File: src/rtl/core/tgr_pkg.sv
// ----------------------------------------------------------------------------
// tgr_pkg
// Shared constants, types and the pixel doubling function for the glyph
// rounding core.
// ----------------------------------------------------------------------------
package tgr_pkg;

  // Default glyph geometry of the source character cell.
  localparam int unsigned GlyphRows = 10;
  localparam int unsigned GlyphCols = 6;

  // Largest geometry the design supports; queue entries are sized for it.
  localparam int unsigned MaxRows = 16;
  localparam int unsigned MaxCols = 16;
  localparam int unsigned IdxW    = $clog2(MaxRows);

  // Fixed widths of the payload fields.
  localparam int unsigned RowBitsW  = 6;
  localparam int unsigned PixelRowW = 12;
  localparam int unsigned OutRowW   = 5;

  // Depth of the queue between the front and the back.
  localparam int unsigned QueueDepth = 2;

  // What the back has to produce for one accepted source row.
  typedef struct packed {
    logic emit_held;  // pair for the held row, its lower neighbour has arrived
    logic emit_last;  // pair for the last row of the glyph itself
  } tgr_flags_t;

  // One request passed from the front to the back.
  typedef struct packed {
    tgr_flags_t           flags;
    logic [IdxW-1:0]      idx;        // rows of the glyph seen before this one
    logic [MaxCols-1:0]   above_row;
    logic [MaxCols-1:0]   held_row;
    logic                 held_rnd;
    logic [MaxCols-1:0]   new_row;
    logic                 new_rnd;
  } tgr_entry_t;

  // Doubles one source row into one output row. Bit p of a row is the pixel
  // p places from the right edge. vert is the vertical neighbour row on the
  // side of this output row (above for the upper half, below for the lower).
  // A lit pixel lights both output bits; with rounding an unlit pixel lights
  // the half towards a side whose orthogonal neighbours are both lit while
  // the diagonal one is not. Pixels outside the glyph are unlit.
  function automatic logic [2*MaxCols-1:0] tgr_expand(
    input logic [MaxCols-1:0] vert,
    input logic [MaxCols-1:0] cur,
    input logic               rnd,
    input int unsigned        cols
  );
    logic [2*MaxCols-1:0] res;
    logic                 w;
    logic                 e;
    logic                 vw;
    logic                 ve;
    res = '0;
    for (int unsigned p = 0; p < MaxCols; p++) begin
      w  = 1'b0;
      vw = 1'b0;
      e  = 1'b0;
      ve = 1'b0;
      if ((p + 1 < cols) && (p + 1 < MaxCols)) begin
        w  = cur[p+1];
        vw = vert[p+1];
      end
      if (p > 0) begin
        e  = cur[p-1];
        ve = vert[p-1];
      end
      if (p < cols) begin
        if (cur[p]) begin
          res[2*p+1] = 1'b1;
          res[2*p]   = 1'b1;
        end else if (rnd) begin
          res[2*p+1] = vert[p] & w & ~vw;
          res[2*p]   = vert[p] & e & ~ve;
        end
      end
    end
    return res;
  endfunction

endpackage

File: src/rtl/core/tgr_front.sv
// ----------------------------------------------------------------------------
// tgr_front
// Accepts source rows, keeps the row above and the held row, and turns each
// row into a request for the back when it causes output rows.
// ----------------------------------------------------------------------------
module tgr_front #(
  parameter int unsigned GLYPH_ROWS = tgr_pkg::GlyphRows,
  parameter int unsigned GLYPH_COLS = tgr_pkg::GlyphCols
) (
  input  logic                           clk_i,
  input  logic                           rst_ni,
  input  logic                           in_valid_i,
  output logic                           in_stall_o,
  input  logic [tgr_pkg::RowBitsW-1:0]   row_bits_i,
  input  logic                           rounding_on_i,
  output logic                           push_o,
  output tgr_pkg::tgr_entry_t            push_entry_o,
  input  logic                           q_full_i
);

  localparam int unsigned CntW = $clog2(GLYPH_ROWS);
  localparam logic [CntW-1:0] LastIdx = CntW'(GLYPH_ROWS - 1);

  logic [GLYPH_COLS-1:0] above_q, above_d;
  logic [GLYPH_COLS-1:0] held_q, held_d;
  logic                  held_rnd_q, held_rnd_d;
  logic [CntW-1:0]       cnt_q, cnt_d;
  logic [GLYPH_COLS-1:0] row_m;
  logic                  accept;
  logic                  is_last;

  // Bits beyond the glyph width are ignored, missing ones read as unlit.
  always_comb begin
    row_m = '0;
    for (int unsigned i = 0; i < GLYPH_COLS; i++) begin
      if (i < tgr_pkg::RowBitsW) begin
        row_m[i] = row_bits_i[i];
      end
    end
  end

  assign in_stall_o = q_full_i;
  assign accept     = in_valid_i & ~q_full_i;
  assign is_last    = (cnt_q == LastIdx);

  // Classify the row and build the request for the back.
  always_comb begin
    push_entry_o                 = '0;
    push_entry_o.flags.emit_held = (cnt_q != '0);
    push_entry_o.flags.emit_last = is_last;
    push_entry_o.idx             = tgr_pkg::IdxW'(cnt_q);
    push_entry_o.above_row       = tgr_pkg::MaxCols'(above_q);
    push_entry_o.held_row        = tgr_pkg::MaxCols'(held_q);
    push_entry_o.held_rnd        = held_rnd_q;
    push_entry_o.new_row         = tgr_pkg::MaxCols'(row_m);
    push_entry_o.new_rnd         = rounding_on_i;
  end

  // The first row of a glyph causes no output and needs no request.
  assign push_o = accept & ((cnt_q != '0) | is_last);

  // Row window update; the last row returns the window to its empty state.
  always_comb begin
    above_d    = above_q;
    held_d     = held_q;
    held_rnd_d = held_rnd_q;
    cnt_d      = cnt_q;
    if (accept) begin
      if (is_last) begin
        above_d    = '0;
        held_d     = '0;
        held_rnd_d = 1'b0;
        cnt_d      = '0;
      end else begin
        above_d    = held_q;
        held_d     = row_m;
        held_rnd_d = rounding_on_i;
        cnt_d      = cnt_q + 1'b1;
      end
    end
  end

  always_ff @(posedge clk_i or negedge rst_ni) begin
    if (!rst_ni) begin
      above_q    <= '0;
      held_q     <= '0;
      held_rnd_q <= 1'b0;
      cnt_q      <= '0;
    end else begin
      above_q    <= above_d;
      held_q     <= held_d;
      held_rnd_q <= held_rnd_d;
      cnt_q      <= cnt_d;
    end
  end

endmodule

File: src/rtl/core/tgr_queue.sv
// ----------------------------------------------------------------------------
// tgr_queue
// Short first-in first-out queue of requests between the front and the back.
// ----------------------------------------------------------------------------
module tgr_queue #(
  parameter int unsigned DEPTH = tgr_pkg::QueueDepth
) (
  input  logic                clk_i,
  input  logic                rst_ni,
  input  logic                push_i,
  input  tgr_pkg::tgr_entry_t push_entry_i,
  output logic                full_o,
  input  logic                pop_i,
  output logic                not_empty_o,
  output tgr_pkg::tgr_entry_t head_o
);

  localparam int unsigned PtrW = (DEPTH > 1) ? $clog2(DEPTH) : 1;
  localparam int unsigned CntW = $clog2(DEPTH + 1);
  localparam logic [PtrW-1:0] LastPtr = PtrW'(DEPTH - 1);

  tgr_pkg::tgr_entry_t mem_q [DEPTH];
  logic [PtrW-1:0]     wr_q, wr_d;
  logic [PtrW-1:0]     rd_q, rd_d;
  logic [CntW-1:0]     cnt_q, cnt_d;

  assign full_o      = (cnt_q == CntW'(DEPTH));
  assign not_empty_o = (cnt_q != '0);
  assign head_o      = mem_q[rd_q];

  // Pointer and fill level update.
  always_comb begin
    wr_d  = wr_q;
    rd_d  = rd_q;
    cnt_d = cnt_q;
    if (push_i) begin
      wr_d = (wr_q == LastPtr) ? '0 : wr_q + 1'b1;
    end
    if (pop_i) begin
      rd_d = (rd_q == LastPtr) ? '0 : rd_q + 1'b1;
    end
    if (push_i && !pop_i) begin
      cnt_d = cnt_q + 1'b1;
    end else if (pop_i && !push_i) begin
      cnt_d = cnt_q - 1'b1;
    end
  end

  always_ff @(posedge clk_i or negedge rst_ni) begin
    if (!rst_ni) begin
      wr_q  <= '0;
      rd_q  <= '0;
      cnt_q <= '0;
    end else begin
      wr_q  <= wr_d;
      rd_q  <= rd_d;
      cnt_q <= cnt_d;
    end
  end

  // Entry storage.
  always_ff @(posedge clk_i) begin
    if (push_i) begin
      mem_q[wr_q] <= push_entry_i;
    end
  end

endmodule

File: src/rtl/core/tgr_back.sv
// ----------------------------------------------------------------------------
// tgr_back
// Steps through the output rows of the request at the head of the queue,
// one doubled row per cycle unless stalled, into a registered output stage.
// ----------------------------------------------------------------------------
module tgr_back #(
  parameter int unsigned GLYPH_ROWS = tgr_pkg::GlyphRows,
  parameter int unsigned GLYPH_COLS = tgr_pkg::GlyphCols
) (
  input  logic                           clk_i,
  input  logic                           rst_ni,
  input  logic                           head_valid_i,
  input  tgr_pkg::tgr_entry_t            head_i,
  output logic                           pop_o,
  output logic                           out_valid_o,
  input  logic                           out_stall_i,
  output logic [tgr_pkg::PixelRowW-1:0]  pixel_row_o,
  output logic [tgr_pkg::OutRowW-1:0]    out_row_o,
  output logic                           run_last_o,
  output logic                           glyph_last_o
);

  localparam logic [tgr_pkg::OutRowW-1:0] LastPairLine =
    tgr_pkg::OutRowW'(2 * (GLYPH_ROWS - 1));
  localparam logic [tgr_pkg::OutRowW-1:0] LastLine =
    tgr_pkg::OutRowW'(2 * GLYPH_ROWS - 1);

  // Step codes: upper and lower row of the held row, then of the last row.
  localparam logic [1:0] StHeldTop = 2'd0;
  localparam logic [1:0] StHeldBot = 2'd1;
  localparam logic [1:0] StLastTop = 2'd2;
  localparam logic [1:0] StLastBot = 2'd3;

  logic [1:0]                     step_q, step_d;
  logic [1:0]                     step;
  logic                           step_end;
  logic                           advance;
  logic [tgr_pkg::MaxCols-1:0]    vert;
  logic [tgr_pkg::MaxCols-1:0]    cur;
  logic                           rnd;
  logic [2*tgr_pkg::MaxCols-1:0]  expanded;
  logic [tgr_pkg::OutRowW-1:0]    base;
  logic [tgr_pkg::OutRowW-1:0]    line;
  logic                           out_valid_q, out_valid_d;
  logic [tgr_pkg::PixelRowW-1:0]  pixel_q;
  logic [tgr_pkg::OutRowW-1:0]    line_q;
  logic                           run_last_q;
  logic                           glyph_last_q;

  // A request without the held pair starts straight at the last row's pair.
  always_comb begin
    step = step_q;
    if (step_q == StHeldTop && !head_i.flags.emit_held) begin
      step = StLastTop;
    end
  end

  always_comb begin
    case (step)
      StHeldBot: step_end = ~head_i.flags.emit_last;
      StLastBot: step_end = 1'b1;
      default:   step_end = 1'b0;
    endcase
  end

  assign advance = head_valid_i & (~out_valid_q | ~out_stall_i);
  assign pop_o   = advance & step_end;

  // Pick the source row and its vertical neighbour for this step.
  always_comb begin
    case (step)
      StHeldTop: begin
        cur  = head_i.held_row;
        rnd  = head_i.held_rnd;
        vert = head_i.above_row;
      end
      StHeldBot: begin
        cur  = head_i.held_row;
        rnd  = head_i.held_rnd;
        vert = head_i.new_row;
      end
      StLastTop: begin
        cur  = head_i.new_row;
        rnd  = head_i.new_rnd;
        vert = head_i.flags.emit_held ? head_i.held_row : '0;
      end
      default: begin
        cur  = head_i.new_row;
        rnd  = head_i.new_rnd;
        vert = '0;
      end
    endcase
  end

  assign expanded = tgr_pkg::tgr_expand(vert, cur, rnd, GLYPH_COLS);

  // Output row index: twice the source row, plus one for the lower half.
  always_comb begin
    base = tgr_pkg::OutRowW'(head_i.idx) - 1'b1;
    if (step[1]) begin
      line = LastPairLine | tgr_pkg::OutRowW'(step[0]);
    end else begin
      line = {base[tgr_pkg::OutRowW-2:0], step[0]};
    end
  end

  always_comb begin
    step_d      = step_q;
    out_valid_d = out_valid_q;
    if (!out_stall_i) begin
      out_valid_d = 1'b0;
    end
    if (advance) begin
      out_valid_d = 1'b1;
      step_d      = step_end ? StHeldTop : step + 1'b1;
    end
  end

  always_ff @(posedge clk_i or negedge rst_ni) begin
    if (!rst_ni) begin
      step_q      <= StHeldTop;
      out_valid_q <= 1'b0;
    end else begin
      step_q      <= step_d;
      out_valid_q <= out_valid_d;
    end
  end

  // Output register.
  always_ff @(posedge clk_i) begin
    if (advance) begin
      pixel_q      <= expanded[tgr_pkg::PixelRowW-1:0];
      line_q       <= line;
      run_last_q   <= step_end;
      glyph_last_q <= (line == LastLine);
    end
  end

  assign out_valid_o  = out_valid_q;
  assign pixel_row_o  = pixel_q;
  assign out_row_o    = line_q;
  assign run_last_o   = run_last_q;
  assign glyph_last_o = glyph_last_q;

endmodule

File: src/rtl/core/teletext_glyph_rounding_core.sv
// ----------------------------------------------------------------------------
// teletext_glyph_rounding_core
// Doubles character cells to twice their width and height with diagonal
// rounding of the staircase edges.
// ----------------------------------------------------------------------------
// Source rows of a glyph arrive top row first, GLYPH_ROWS to a glyph, each
// with its rounding flag. The first row of a glyph gives no output; each
// later row releases the two doubled rows of the row above it, and the last
// row releases four: the pair of the row above and then its own pair, with
// an unlit row below it. Output rows leave one per cycle from a registered
// stage while rows are pending and out_stall_i is low; a two-request queue
// between the input side and the output side lets a new row be taken while
// earlier rows are still being sent.
module teletext_glyph_rounding_core #(
  parameter int unsigned GLYPH_ROWS = tgr_pkg::GlyphRows,
  parameter int unsigned GLYPH_COLS = tgr_pkg::GlyphCols
) (
  input  logic                           clk_i,
  input  logic                           rst_ni,
  input  logic                           in_valid_i,
  output logic                           in_stall_o,
  input  logic [tgr_pkg::RowBitsW-1:0]   row_bits_i,
  input  logic                           rounding_on_i,
  output logic                           out_valid_o,
  input  logic                           out_stall_i,
  output logic [tgr_pkg::PixelRowW-1:0]  pixel_row_o,
  output logic [tgr_pkg::OutRowW-1:0]    out_row_o,
  output logic                           run_last_o,
  output logic                           glyph_last_o
);

  localparam logic [tgr_pkg::OutRowW-1:0] LastLine =
    tgr_pkg::OutRowW'(2 * GLYPH_ROWS - 1);

  logic                push;
  tgr_pkg::tgr_entry_t push_entry;
  logic                q_full;
  logic                pop;
  logic                head_valid;
  tgr_pkg::tgr_entry_t head;

  tgr_front #(
    .GLYPH_ROWS (GLYPH_ROWS),
    .GLYPH_COLS (GLYPH_COLS)
  ) u_front (
    .clk_i         (clk_i),
    .rst_ni        (rst_ni),
    .in_valid_i    (in_valid_i),
    .in_stall_o    (in_stall_o),
    .row_bits_i    (row_bits_i),
    .rounding_on_i (rounding_on_i),
    .push_o        (push),
    .push_entry_o  (push_entry),
    .q_full_i      (q_full)
  );

  tgr_queue #(
    .DEPTH (tgr_pkg::QueueDepth)
  ) u_queue (
    .clk_i        (clk_i),
    .rst_ni       (rst_ni),
    .push_i       (push),
    .push_entry_i (push_entry),
    .full_o       (q_full),
    .pop_i        (pop),
    .not_empty_o  (head_valid),
    .head_o       (head)
  );

  tgr_back #(
    .GLYPH_ROWS (GLYPH_ROWS),
    .GLYPH_COLS (GLYPH_COLS)
  ) u_back (
    .clk_i        (clk_i),
    .rst_ni       (rst_ni),
    .head_valid_i (head_valid),
    .head_i       (head),
    .pop_o        (pop),
    .out_valid_o  (out_valid_o),
    .out_stall_i  (out_stall_i),
    .pixel_row_o  (pixel_row_o),
    .out_row_o    (out_row_o),
    .run_last_o   (run_last_o),
    .glyph_last_o (glyph_last_o)
  );

  // The final row of a glyph always closes the run of its source row.
  assert property (@(posedge clk_i) disable iff (!rst_ni)
    (out_valid_o && glyph_last_o) |-> run_last_o)
    else $error("glyph end without run end");

  // The upper row of a pair never ends a run.
  assert property (@(posedge clk_i) disable iff (!rst_ni)
    (out_valid_o && !out_row_o[0]) |-> !run_last_o)
    else $error("run ended on an upper row");

  // The glyph end flag marks exactly the last output row index.
  assert property (@(posedge clk_i) disable iff (!rst_ni)
    out_valid_o |-> (glyph_last_o == (out_row_o == LastLine)))
    else $error("glyph end flag and row index disagree");

  // A request is only released when the queue holds one.
  assert property (@(posedge clk_i) disable iff (!rst_ni)
    pop |-> head_valid)
    else $error("request released from an empty queue");

endmodule
File: config.mk
export PLATFORM = sky130hd
export DESIGN_NAME = teletext_glyph_rounding_core
export DESIGN_NICKNAME = d
export VERILOG_FILES = /design/src/rtl/core/tgr_pkg.sv /design/src/rtl/core/tgr_front.sv /design/src/rtl/core/tgr_queue.sv /design/src/rtl/core/tgr_back.sv /design/src/rtl/core/teletext_glyph_rounding_core.sv
export SDC_FILE = /design/constraint.sdc
export NUM_CORES = 1
export LEC_CHECK = 0
export ABC_AREA = 1
export BUFFER_PORTS_ARGS = -buffer_cell sky130_fd_sc_hd__buf_2
export CELL_PAD_IN_SITES_DETAIL_PLACEMENT = 0
export CELL_PAD_IN_SITES_GLOBAL_PLACEMENT = 2
export CORE_MARGIN = 5
export CORE_UTILIZATION = 39
export CTS_CLUSTER_DIAMETER = 50
export DETAILED_ROUTE_END_ITERATION = 10
export MAX_ROUTING_LAYER = met4
export PLACE_DENSITY = 0.76
export SYNTH_ARGS = -nofsm -noshare
export SYNTH_HDL_FRONTEND = slang
export SYNTH_SLANG_ARGS = --single-unit
File: constraint.sdc
create_clock -name clk_i -period 3.5 [get_ports clk_i]
set_input_delay 0.175 -clock clk_i [delete_from_list [all_inputs] [get_ports clk_i]]
set_output_delay 0.175 -clock clk_i [all_outputs]
set_load 0.05 [all_outputs]
==> impl_metrics.csv <==
group,metric,value,unit
grt,grt_pass1_wl,12300,um
synth,muxShareOfSynthArea,0,
floorplanning,die_w,111.4,um
sta,relSlewSlack,0.5125,
flow_run,drv_cap,0,
setup_path,worstReg2RegStart,"u_queue.cnt_q[0]$_DFFE_PN0P_",
synth,ys_types,25,
synth,synth-seq-cells,95,
clocking,clk_pin_slew,90,ps
finish,fin_nets,430,
run_status,status,"finished clean",
grt,grt_pass1_vias,2458,
place,place_area,4303,um^2
setup_path,critPathLaunchType,"flop",
finish,num-fill-cells,994,
route,totalWireLength,7419,um
place,post-place-ws,937.2,ps
clocking,clk_latency,350,ps
place,dp_hpwl,5511,um
clocking,tritoncts,"built",
floorplanning,die_area,12420,um^2
setup_path,critical_path.cell_chain,"o21ai_0, inv_1, nand2_1, ha_1, a21oi_1, o21ai_0, xor2_1",
route,wl_per_cell,13.30,um
synth,synth-seq-area-share,0.6810,
sta,finalCritPeriodShare,0.7128,
sta,fmax,400.8,MHz
route,vias,2513,
clocking,clock-sinks,95,
synth,yosys.area.top_type,"edfxtp_1",
floorplanning,boundaryPins,32,
clocking,clockBufferDepth,2,
synth,synth_top_family_by_area,"simple AND/OR/NAND/NOR gates",
finish,diodes,0,
finish,regArea,2733,um^2
synth,syn_nets,396,
setup_path,cpPeakStageDelay,510,ps
synth,synth-compound-area-share,0.04054,
setup_path,crit_type,"flop to flop",
setup_path,path_common_cell,"o21ai_0",
synth,yosys.area_share.adder,0.006236,
place,io_buffers,31,
sta,fin_ws,1005,ps
hold_path,hp-class,"input pin to flop",
setup_path,critPathRequiredTime,3740,ps
synth,synth_area,4013,um^2
clocking,root_buffer,"clkbuf_8",
grt,antenna_found_initial,0,
floorplanning,initial_utilization,0.3940,
route,antenna_left,0,
setup_path,cp.arrival,2730,ps
sta,setup_tns,0,ps
synth,yosys.area_share.simple,0.2014,
sta,setup_viol,0,
sta,drv_slew,0,
clocking,htree_levels,3,
floorplanning,core_area,10180,um^2
sta,fin_crit,2495,ps
floorplanning,rows,37,
grt,grt_max_degree,32,
sta,skew,12.05,ps
route,via_per_inst,4.504,
setup_path,slowest_stage,"inv_1",
finish,syn2layout_area_growth,13.78,%
finish,drive_gt1_frac,0.1422,
place,routabilityCongestion,0.7929,
synth,synth_cells,383,
finish,multiInputGateArea,1054,um^2
route,drt_pass1_iterations,4,
sta,final_hold_viol_count,0,
synth,synthXorXnorAreaFrac,0.01310,
route,drt_iter0_drc,109,
setup_path,cp-end-kind,"flop",
grt,track_usage,0.1295,
finish,design_area,4566,um^2
sta,rsz0062_at_grt,"no",
synth,ys_top_cells_by_area,"edfxtp_1 (53%), dfrtp_1 (15%), nand2_1 (11%)",
setup_path,path_max_fanout,22,
route,drc,0,
synth,synth.top_cell.area_share,0.5313,
clocking,cts_buffers,9,
floorplanning,die_h,111.4,um
sta,tightestPinTransition,730.4,ps
setup_path,crit_start,"u_queue.cnt_q[0]$_DFFE_PN0P_",
grt,grt_overflow,0,
hold_path,hp-start,"row_bits_i[3]",
synth,synth_area_per_cell,10.48,um^2
synth,ys_warn_count,0,
==> Yosys cell counts (all sizes together) <==
| cell type | n |
|---|---|
| a21oi | 3 |
| a31oi | 2 |
| buf | 11 |
| clkbuf | 2 |
| clkinv | 3 |
| dfrtp | 24 |
| edfxtp | 71 |
| ha | 2 |
| inv | 40 |
| nand2 | 123 |
| nand3 | 23 |
| nand4 | 13 |
| nor2 | 26 |
| nor3 | 2 |
| o21ai | 25 |
| o22ai | 1 |
| or2 | 6 |
| xnor2 | 2 |
| xor2 | 4 |
==> final timing paths <==
check	end	slack, ps	cells past startpoint
min in group asynchronous	u_queue.rd_q$_DFFE_PN0P_	340	2
max reg2reg	u_queue.cnt_q[1]$_DFFE_PN0P_	1010	7
min reg2reg	u_queue.mem_q[0][13]$_DFFE_PP_	480	0
max	u_queue.cnt_q[1]$_DFFE_PN0P_	1010	7
max in group asynchronous	u_front.above_q[4]$_DFFE_PN0P_	2780	2
min	u_queue.mem_q[1][4]$_DFFE_PP_	40	1
==> cell families after synthesis <==
family,Yosys count
AOI/OAI and AO/OA,31
xor gates and xnor gates,6
adders and majority gates,2
buffers and inverters,56
DFF,95
and+or+nand+nor,193
==> layout by cell type (no fill, tap or decap), types with 3 or more instances in the layout <==
| cell | synthesis | final |
|---|---|---|
| a21oi_1 | 3 | 3 |
| buf_2 | 8 | 31 |
| buf_4 | 3 | 4 |
| bufinv_16 | 0 | 3 |
| clkbuf_8 | 0 | 10 |
| clkinv_1 | 3 | 3 |
| dfrtp_1 | 24 | 24 |
| edfxtp_1 | 71 | 71 |
| inv_1 | 36 | 36 |
| inv_2 | 4 | 4 |
| nand2_1 | 121 | 121 |
| nand3_1 | 23 | 23 |
| nand4_1 | 13 | 13 |
| nor2_1 | 26 | 24 |
| o21ai_0 | 21 | 21 |
| o21ai_1 | 3 | 3 |
| or2_1 | 4 | 4 |
| xor2_1 | 4 | 4 |
==> final cells by class <==
class	count	area share
flip-flops and latches	95	0.5985
multi-input cells	232	0.2307
repair buffers	36	0.04275
well taps	136	0.03727
inverters	43	0.03535
clock buffers	10	0.03015
clock inverters	6	0.02521
==> per-stage QoR <==
stage          hold slack (ps)  std cells  utilization
4_1_cts                  26.20        558       0.4483
6_report                 40.62        558       0.4483
2_1_floorplan           -120.6        383            -
5_1_grt                  16.99        558       0.4483
3_3_place_gp             205.3        541       0.4225
3_5_place_dp             206.8        541       0.4225
==> worst max-delay path: cells and delay by family, from the launching register on <==
| kind | cells | cell delay [ps] |
|---|---|---|
| fa+ha+maj | 1 | 290 |
| compound gates | 3 | 710 |
| flops | 1 | 430 |
| simple gates | 1 | 300 |
| buf+inv | 1 | 510 |
| xor+xnor | 1 | 150 |
==> layer usage <==
| layer | routed length, um | vias to the layer above | part of all wire | global-route usage |
|---|---|---|---|---|
| li1 | - | 1334 | - | - |
| met1 | 3724 | 1119 | 0.50 | 0.1724 |
| met2 | 3282 | 52 | 0.44 | 0.1970 |
| met3 | 315 | 8 | 0.042 | 0.02989 |
| met4 | 97 | 0 | 0.013 | 0.04380 |
| met5 | 0 | - | 0 | - |
==> state kept, by name, summed over array words and instances (netlist names), 2 cells and up <==
signal	flops
u_front.held_q	6
u_front.cnt_q	4
u_back.pixel_row_o	12
u_back.out_row_o	5
u_front.above_q	6
u_back.step_q	2
u_queue.mem_q	52
u_queue.cnt_q	2
==> what timing repair did <==
item,in CTS,in global routing
gates resized for setup,0,0
hold buffers,1,0
buffers inserted,0,0
hold endpoints to repair,24,0
Power is not shown: default switching activity piles up to over one toggle a cycle in this logic, so the estimate is an artifact.
